===== src/rtl/mru_history_list_core_defines.svh =====
// ---------------------------------------------------------------------------
// mru_history_list_core_defines.svh
// Assertion macros used by the recency list core.
// ---------------------------------------------------------------------------
`ifndef MRU_HISTORY_LIST_CORE_DEFINES_SVH
`define MRU_HISTORY_LIST_CORE_DEFINES_SVH

// Same-cycle implication, checked out of reset
`define MHL_ASSERT_NOW(lbl, ante, cons, msg) \
  lbl: assert property (@(posedge clk) disable iff (!rst_n) (ante) |-> (cons)) \
    else $error(msg);

// Next-cycle implication, checked out of reset
`define MHL_ASSERT_NEXT(lbl, ante, cons, msg) \
  lbl: assert property (@(posedge clk) disable iff (!rst_n) (ante) |=> (cons)) \
    else $error(msg);

`endif


===== src/rtl/mhl_pkg.sv =====
// ---------------------------------------------------------------------------
// mhl_pkg
// Sizes and types shared by the recency list cells and the core.
// ---------------------------------------------------------------------------
package mhl_pkg;

  // Number of cells in the chain and width of one key
  localparam int DEPTH = 16;
  localparam int KEY_W = 32;

  // Port widths of the beats
  localparam int IN_KEY_W = 32;
  localparam int HPOS_W   = 4;
  localparam int CFG_W    = 5;

  // Derived widths: count holds 0..DEPTH, position indexes one cell
  localparam int CNT_W = $clog2(DEPTH + 1);
  localparam int POS_W = (DEPTH > 1) ? $clog2(DEPTH) : 1;

  typedef logic [KEY_W-1:0] key_t;
  typedef logic [CNT_W-1:0] cnt_t;
  typedef logic [POS_W-1:0] pos_t;

  // Per-cell control: load from the neighbor and the key under search
  typedef struct packed {
    logic load;
    key_t cmp_key;
  } cell_ctl_t;

endpackage


===== src/rtl/mhl_cell.sv =====
// ---------------------------------------------------------------------------
// mhl_cell
// One list slot: holds a key, compares it, loads its neighbor's key on shift.
// ---------------------------------------------------------------------------
module mhl_cell import mhl_pkg::*; (
  input  logic      clk,
  input  cell_ctl_t ctl,
  input  key_t      shift_in,
  output key_t      key_q,
  output logic      match
);

  key_t key_r;

  // Take the key of the slot in front on a shift
  always_ff @(posedge clk) begin
    if (ctl.load) begin
      key_r <= shift_in;
    end
  end

  // Compare the held key with the searched one
  assign match = (key_r == ctl.cmp_key);
  assign key_q = key_r;

endmodule


===== src/rtl/mhl_first_match.sv =====
// ---------------------------------------------------------------------------
// mhl_first_match
// Find the lowest set match bit and encode its position.
// ---------------------------------------------------------------------------
module mhl_first_match import mhl_pkg::*; (
  input  logic [DEPTH-1:0] match_vec,
  output logic             any,
  output pos_t             pos
);

  logic [DEPTH-1:0] first_oh;

  // Isolate the lowest set bit
  assign first_oh = match_vec & (~match_vec + DEPTH'(1));
  assign any      = |match_vec;

  // OR-encode the one-hot position
  always_comb begin
    pos = '0;
    for (int i = 0; i < DEPTH; i++) begin
      if (first_oh[i]) begin
        pos = pos | POS_W'(i);
      end
    end
  end

endmodule


===== src/rtl/mru_history_list_core.sv =====
// ---------------------------------------------------------------------------
// mru_history_list_core
// Most-recently-used key list built as a chain of compare-and-shift cells.
// ---------------------------------------------------------------------------
// Usage:
//   Input channel in_valid/in_ready carries one contact key per beat. Every
//   beat gives exactly one result beat on out_valid/out_ready: hit flag, hit
//   position, eviction flag and key, and occupancy after the access.
//   cfg_wr_en/cfg_wr_data set the capacity in use; write it only while idle.
//   A capacity of zero leaves the list untouched.
// Throughput:
//   The result is registered. One beat per cycle is sustained while out_ready
//   is high: every cell compares its key against the input, and the cells up
//   to the hit or insert position shift in their neighbor's key in the same
//   cycle that the beat is taken. The path is bounded by the key compare, the
//   first-match search over the cells and the per-cell load decision.
// Reset:
//   rst_n (synchronous, active low) empties the list and clears the capacity
//   to zero. Cell contents are not cleared; slots at or above the count are
//   never read.
// Stall:
//   A valid result holds while out_ready is low; in_ready then drops
//   and the input waits. A beat is taken when out_ready frees the register.
// ---------------------------------------------------------------------------
`include "mru_history_list_core_defines.svh"

module mru_history_list_core import mhl_pkg::*; (
  input  logic                clk,
  input  logic                rst_n,
  // input channel
  input  logic                in_valid,
  output logic                in_ready,
  input  logic [IN_KEY_W-1:0] in_contact_key,
  // result channel
  output logic                out_valid,
  input  logic                out_ready,
  output logic                out_hit,
  output logic [HPOS_W-1:0]   out_hit_position,
  output logic                out_evicted,
  output logic [IN_KEY_W-1:0] out_evicted_key,
  output logic [CNT_W-1:0]    out_occupancy,
  // configuration
  input  logic                cfg_wr_en,
  input  logic [CFG_W-1:0]    cfg_wr_data
);

  logic [CFG_W-1:0] max_entries_r;
  cnt_t             entry_count_r, entry_count_nxt;
  logic             out_valid_r;

  logic             accept;
  logic             enable;
  key_t             key_in;
  cnt_t             cap;
  logic             full;
  cnt_t             count_trunc;
  pos_t             limit;
  pos_t             ev_idx;
  key_t             cell_key [DEPTH];
  logic [DEPTH-1:0] cell_match;
  logic [DEPTH-1:0] valid_match;
  logic             hit;
  pos_t             hit_pos;
  cell_ctl_t        cell_ctl [DEPTH];

  logic                out_hit_r;
  logic [HPOS_W-1:0]   out_hit_position_r;
  logic                out_evicted_r;
  logic [IN_KEY_W-1:0] out_evicted_key_r;
  cnt_t                out_occupancy_r;

  // Handshake: take a beat when the output register is free or draining
  assign in_ready = !out_valid_r || out_ready;
  assign accept   = in_valid && in_ready;

  // Capacity register
  always_ff @(posedge clk) begin
    if (!rst_n) begin
      max_entries_r <= '0;
    end else if (cfg_wr_en) begin
      max_entries_r <= cfg_wr_data;
    end
  end

  // Saturate capacity at the number of cells
  assign cap    = (CNT_W'(max_entries_r) > CNT_W'(DEPTH)) ? CNT_W'(DEPTH)
                                                         : CNT_W'(max_entries_r);
  assign enable = (cap != '0);
  assign key_in = key_t'(in_contact_key);

  // Cell chain: cell 0 takes the new key, others take their neighbor
  for (genvar i = 0; i < DEPTH; i++) begin : g_cell
    key_t shift_src;
    if (i == 0) begin : g_head
      assign shift_src = key_in;
    end else begin : g_body
      assign shift_src = cell_key[i-1];
    end

    assign cell_ctl[i].cmp_key = key_in;
    assign cell_ctl[i].load    = accept && enable && (POS_W'(i) <= limit);
    assign valid_match[i]      = cell_match[i] && (CNT_W'(i) < entry_count_r);

    mhl_cell u_cell (
      .clk      (clk),
      .ctl      (cell_ctl[i]),
      .shift_in (shift_src),
      .key_q    (cell_key[i]),
      .match    (cell_match[i])
    );
  end

  // Locate the most recent matching slot
  mhl_first_match u_first_match (
    .match_vec (valid_match),
    .any       (hit),
    .pos       (hit_pos)
  );

  // Miss on a full list: cut to capacity-1 before the insert
  assign full        = (entry_count_r >= cap);
  assign count_trunc = full ? (cap - CNT_W'(1)) : entry_count_r;
  assign limit       = hit ? hit_pos : POS_W'(count_trunc);
  assign ev_idx      = POS_W'(entry_count_r - CNT_W'(1));

  // Advance the count on an insert
  always_comb begin
    entry_count_nxt = entry_count_r;
    if (accept && enable && !hit) begin
      entry_count_nxt = full ? cap : (entry_count_r + CNT_W'(1));
    end
  end

  always_ff @(posedge clk) begin
    if (!rst_n) begin
      entry_count_r <= '0;
    end else begin
      entry_count_r <= entry_count_nxt;
    end
  end

  // Result valid: set on accept, drop when taken
  always_ff @(posedge clk) begin
    if (!rst_n) begin
      out_valid_r <= 1'b0;
    end else if (accept) begin
      out_valid_r <= 1'b1;
    end else if (out_ready) begin
      out_valid_r <= 1'b0;
    end
  end

  // Result payload: load on accept, hold otherwise
  always_ff @(posedge clk) begin
    if (accept) begin
      out_hit_r          <= enable && hit;
      out_hit_position_r <= (enable && hit) ? HPOS_W'(hit_pos) : '0;
      out_evicted_r      <= enable && !hit && full;
      out_evicted_key_r  <= (enable && !hit && full) ? IN_KEY_W'(cell_key[ev_idx]) : '0;
      out_occupancy_r    <= entry_count_nxt;
    end
  end

  assign out_valid        = out_valid_r;
  assign out_hit          = out_hit_r;
  assign out_hit_position = out_hit_position_r;
  assign out_evicted      = out_evicted_r;
  assign out_evicted_key  = out_evicted_key_r;
  assign out_occupancy    = out_occupancy_r;

  // Checks
  `MHL_ASSERT_NOW(a_hit_no_evict, out_valid, !(out_hit && out_evicted),
    "hit and eviction in the same beat")
  `MHL_ASSERT_NOW(a_hit_below_occ, out_valid && out_hit,
    CNT_W'(out_hit_position) < out_occupancy, "hit position beyond occupancy")
  `MHL_ASSERT_NOW(a_evict_key_zero, out_valid && !out_evicted,
    out_evicted_key == '0, "evicted key set without eviction")
  `MHL_ASSERT_NEXT(a_accept_result, accept, out_valid_r,
    "accepted beat produced no result")

endmodule

===== config.mk =====
export PLATFORM = sky130hd
export DESIGN_NAME = mru_history_list_core
export DESIGN_NICKNAME = d
export VERILOG_FILES = /design/src/rtl/mhl_pkg.sv /design/src/rtl/mhl_cell.sv /design/src/rtl/mhl_first_match.sv /design/src/rtl/mru_history_list_core.sv
export VERILOG_INCLUDE_DIRS = /design/src /design/src/rtl
export SDC_FILE = /design/constraint.sdc
export NUM_CORES = 1
export LEC_CHECK = 0
export BUFFER_PORTS_ARGS = -buffer_cell sky130_fd_sc_hd__buf_2
export CORE_UTILIZATION = 45
export DETAILED_ROUTE_END_ITERATION = 6
export PLACE_DENSITY_LB_ADDON = 0.15
export SYNTH_ARGS = -nofsm -noshare
export SYNTH_HDL_FRONTEND = slang
export SYNTH_SLANG_ARGS = --single-unit

===== constraint.sdc =====
create_clock -name clk -period 7.44 [get_ports clk]
set_input_delay 0.744 -clock clk [delete_from_list [all_inputs] [get_ports clk]]
set_output_delay 0.744 -clock clk [all_outputs]
set_load 0.05 [all_outputs]

Word level (Yosys, flattened, before mapping):

Index checks and enable logic that the tools add are counted.

* register bits: 566
* output and inout bits: 45

* add/sub/neg operators: 4
* magnitude comparators: 35
* eq/ne operators: 16
* mux-type cells: 25
* bitwise logic cells: 3
* reductions and logical operators: 44

Operator list (number)
* $eq 32x32->1: 16
* $bmux 32 s4: 1
* $mux 32: 2
* $lt 4x5->1 const A: 8
* $mux 4: 10
* $logic_and 1x1->1: 38
* $le 4x4->1 const A: 8
* $lt 3x5->1 const A: 4
* $add 16x1->16 const B: 1
* $and 16x16->16: 1
* $le 3x4->1 const A: 4
* $not 16->16: 1
* $reduce_or 16->1: 1
* $mux 5: 3
* $mux 3: 4
* $lt 1x5->1 const A: 2
* $lt 2x5->1 const A: 2
* $le 1x4->1 const A: 2
* $le 2x4->1 const A: 2
* $sub 4x1->4 const B: 2
* $add 5x1->5 const B: 1
* $ge 5x5->1: 1
* $ge 5x5->1 const B: 1
* $gt 5x5->1 const B: 1
* other kinds (7): 11

Longest topological paths before layout:

* word-level depth: 23
* mapped depth: 17

Cells and area by module:

A second synthesis with hierarchy kept.

* cell total of the unflattened synthesis: 1753
* area total of the unflattened synthesis: 27968.1 um^2

Modules (own cells, without submodules)
* mhl_cell: instances 16, cells an instance 75, area each 1307.5 um^2, seq. area each 960.9 um^2
* mru_history_list_core: instances 1, cells an instance 525, area each 6862.8 um^2, seq. area each 1511.4 um^2
* mhl_first_match: instances 1, cells an instance 28, area each 185.2 um^2, seq. area each 0.0 um^2

Worst setup path before layout:

No wires, ideal clock.

* path type: in2reg
* start point: input port out_ready
* end point: register g_cell[13].u_cell.key_r[0] (enable)
* library setup time: 421 ps
* arrival: 5364 ps
* data required time: 7019 ps
* path slack: 1655 ps
* cell stages on the path: 8
* cells stage by stage: nand2b_1 -> and2_1 -> nand2b_1 -> inv_1 -> o211ai_4 -> or2_0 -> buf_2 -> nor2_1

RTL lines
* start, declared: line mru_history_list_core.sv:36 `input logic out_ready,`
* end signal, assigned: line mhl_cell.sv:18 `key_r <= shift_in;`
* end, declared: line mhl_cell.sv:13 `key_t key_r;`

==> impl_metrics.py <==
metrics = {
    "routing": {
        "ant_nets": 0,
        "wl_um": 113000,
        "dr_total_vias": 18950,
        "avgViaCountPerCell": 6.332,
        "drc_errors": 0,
        "drt-pass1-iter-count": 5,
        "wl_per_cell_um": 37.76,
        "drtIter0Drc": 2128,
    },
    "worst_setup_path": {
        "path_cells": "buf_12 > nor2_1 > and4_1 > nor3_1 > nand3_1 > o41a_1 > a31oi_1 > nor4_1 > a221oi_1 > nand2_1 > nor2_2 > o21ai_4 > buf_4",
        "crit_family": "simple AND/OR/NAND/NOR gates",
        "worstPathRequired_ns": 7.79,
        "cp.arrival_ns": 5.69,
        "cp_slowest_cell": "dfxtp_4",
        "start_kind": "flop",
        "path_class": "flop to flop",
        "critPathBufInv": 2,
        "worstSetupEndpointType": "flop",
        "cp_max_fo": 61,
        "critPathMaxStageDelay_ns": 0.86,
    },
    "clocking": {
        "postCtsHoldBufs": 0,
        "cts_buffers": 66,
        "cts_tree": "done",
        "clockRootBuffer": "clkbuf_16",
        "clkSinkCount": 566,
        "clk_path_buf_depth": 3,
        "cts_max_level": 3,
        "cts_setup_buffers": 0,
        "cts_resized": 0,
        "cts.clk_slew.worst_paths_ns": 0.06,
        "clk_latency_ns": 0.61,
    },
    "timing": {
        "max_freq_mhz": 187.2,
        "finalSetupTns_ns": 0,
        "slew_viol_final": 0,
        "relSlewSlack": 0.2579,
        "finalHoldViolCount": 0,
        "setup_viol": 0,
        "period_needed_ns": 5.342,
        "max_slew.worst_pin.slew_ns": 1.113,
        "holdWs_ns": 0.4054,
        "rsz0062_at_grt": "false",
        "post-route-period-util": 0.7180,
        "skew_ns": 0.02237,
        "fin_ws_ns": 2.098,
    },
    "floorplan": {
        "num_io_pins": 87,
        "die_x_um": 257.7,
        "fp.dieArea_um2": 66410,
        "initial_core_util": 0.4556,
        "die_h_um": 257.7,
        "core.rowCount": 93,
        "core_area_um2": 64580,
    },
    "placed_design": {
        "placed_cell_area_um2": 30600,
        "port_buffers": 86,
        "globalplace.congestion": 1.065,
        "post-dp-hpwl_um": 87530,
        "dp_slack_ns": 1.776,
    },
    "synthesis": {
        "synth_ff_type": "edfxtp_1",
        "syn_nets": 2071,
        "seq_area_frac_synth": 0.5740,
        "postSynthCellCount": 2020,
        "avgSynthCellArea_um2": 14.56,
        "ys_async_sr_fraction": 0,
        "ys_types": 73,
        "yosysWarnings": 0,
        "syn_area_um2": 29420,
        "synth-edff-count": 555,
        "synth_seq_cells": 566,
    },
    "layout": {
        "layout_common_cells": "edfxtp_1, xor2_1, nor4_1",
        "area_growth_pct": 11.20,
        "n_antenna_cell": 0,
        "fill_cells": 5532,
        "layout_commonest_cell": "edfxtp_1",
        "multiInputGateArea_um2": 11890,
        "layout-drive-gt1-share": 0.1773,
        "finalNetCount": 2138,
        "seqCellArea_um2": 16890,
        "design_area_um2": 32720,
    },
    "run": {
        "maxCapViolCount": 0,
    },
    "grt": {
        "overflow": 0,
        "grt_pass1_vias": 19200,
        "grt_pass1_wl_um": 155000,
        "track_usage": 0.3429,
        "grt_max_degree": 65,
        "antenna_found_initial": 1,
    },
    "hold_path": {
        "min_path_type": "input port to flop",
    },
    "power": {
        "power_mw": 10.26,
        "pwr_density_cell_nw_per_um2": 313.6,
        "ir_drop_v": 0.0001857,
        "total_leakage_power_nw": 10.60,
    },
    "run_status": {
        "status": "completed",
    },
}
==> routing by layer <==
metal | global-route usage | part of all wire
met2 | 0.5742 | 0.49
met3 | 0.06115 | 0.072
met1 | 0.4145 | 0.37
met4 | 0.2055 | 0.068
met5 | 0 | 0.00012
==> where the power goes <==
group	switching, mW	internal, mW	total (mW)
sequential	0.324	4.05	4.37
combinational	1.85	0.792	2.64
clock	1.35	1.90	3.25
total	3.52	6.73	10.3
==> final cells by class <==
type / count / share of cell area
multi-input combinational: 1318 / 0.3634
inverter: 16 / 0.001836
clock buffer: 88 / 0.05687
clock inverter: 31 / 0.007840
sequential: 566 / 0.5163
tap: 855 / 0.03270
timing repair buffer: 119 / 0.02111
==> path summary, 6_finish.rpt <==
path	from	endpoint	slack, ns	depth (start not counted)
setup / recovery	entry_count_r[0]$_SDFF_PN0_	g_cell[9].u_cell.key_q[7]$_DFFE_PP_	2.10	13
hold / removal	cfg_wr_data[3]	max_entries_r[3]$_SDFFE_PN0P_	0.41	3
setup reg to reg	entry_count_r[0]$_SDFF_PN0_	g_cell[9].u_cell.key_q[7]$_DFFE_PP_	2.10	13
hold reg to reg	g_cell[10].u_cell.key_q[14]$_DFFE_PP_	g_cell[11].u_cell.key_q[14]$_DFFE_PP_	0.48	0
==> Yosys cell counts (4+ instances only) <==
library cell,n,area share
or4_1,11,0.0028
clkbuf_1,39,0.0050
mux4_2,128,0.098
and2_1,7,0.0015
nor4_1,145,0.031
dfxtp_1,11,0.0075
a21o_1,4,0.0010
buf_4,21,0.0054
and4_1,5,0.0015
o21ai_0,4,0.00068
mux2i_1,37,0.013
nor3_1,31,0.0053
nand3_1,36,0.0061
nor2b_1,38,0.0081
nor2_1,65,0.0083
ha_1,9,0.0038
inv_1,14,0.0018
buf_2,31,0.0053
nand4_1,75,0.016
a21oi_1,17,0.0029
buf_1,9,0.0011
edfxtp_1,555,0.57
buf_6,20,0.0077
o21ai_1,9,0.0015
xnor2_1,136,0.040
xor2_1,381,0.11
nor3b_1,5,0.0013
nand2_1,33,0.0042
or3_1,8,0.0017
a211oi_1,68,0.017
==> worst min-delay path, cell delays in order <==
cell	delay [ns]
buf_2	0.08
mux2i_1	0.05
nor2b_1	0.09
==> logic make-up (layout without fill, tap and decap cells) <==
family,after synthesis,in the layout,synth area share
AO/OA/AOI/OAI,130,130,0.03236
XOR/XNOR,517,517,0.1539
adder cells (fa/ha/maj),9,9,0.003828
buffers and inverters,136,254,0.02645
flip-flops,566,566,0.5740
multiplexers,167,167,0.1114
AND/OR/NAND/NOR,495,495,0.09807
==> metrics by stage <==
step | utilization | instances
3_3_place_gp | 0.4738 | 2874
5_1_grt | 0.5066 | 2993
6_report | 0.5066 | 2993
4_1_cts | 0.5066 | 2993
2_1_floorplan | - | 2020
3_5_place_dp | 0.4738 | 2874
==> flip-flops by register name, indices dropped and copies added (netlist names) <==
| register | cells |
|---|---|
| out_valid | 1 |
| entry_count_r | 5 |
| max_entries_r | 5 |
| out_evicted | 1 |
| g_cell.u_cell.key_q | 512 |
| out_evicted_key | 32 |
| out_hit_position | 4 |
| out_hit | 1 |
| out_occupancy | 5 |
Power figures use the tool's default switching activity.
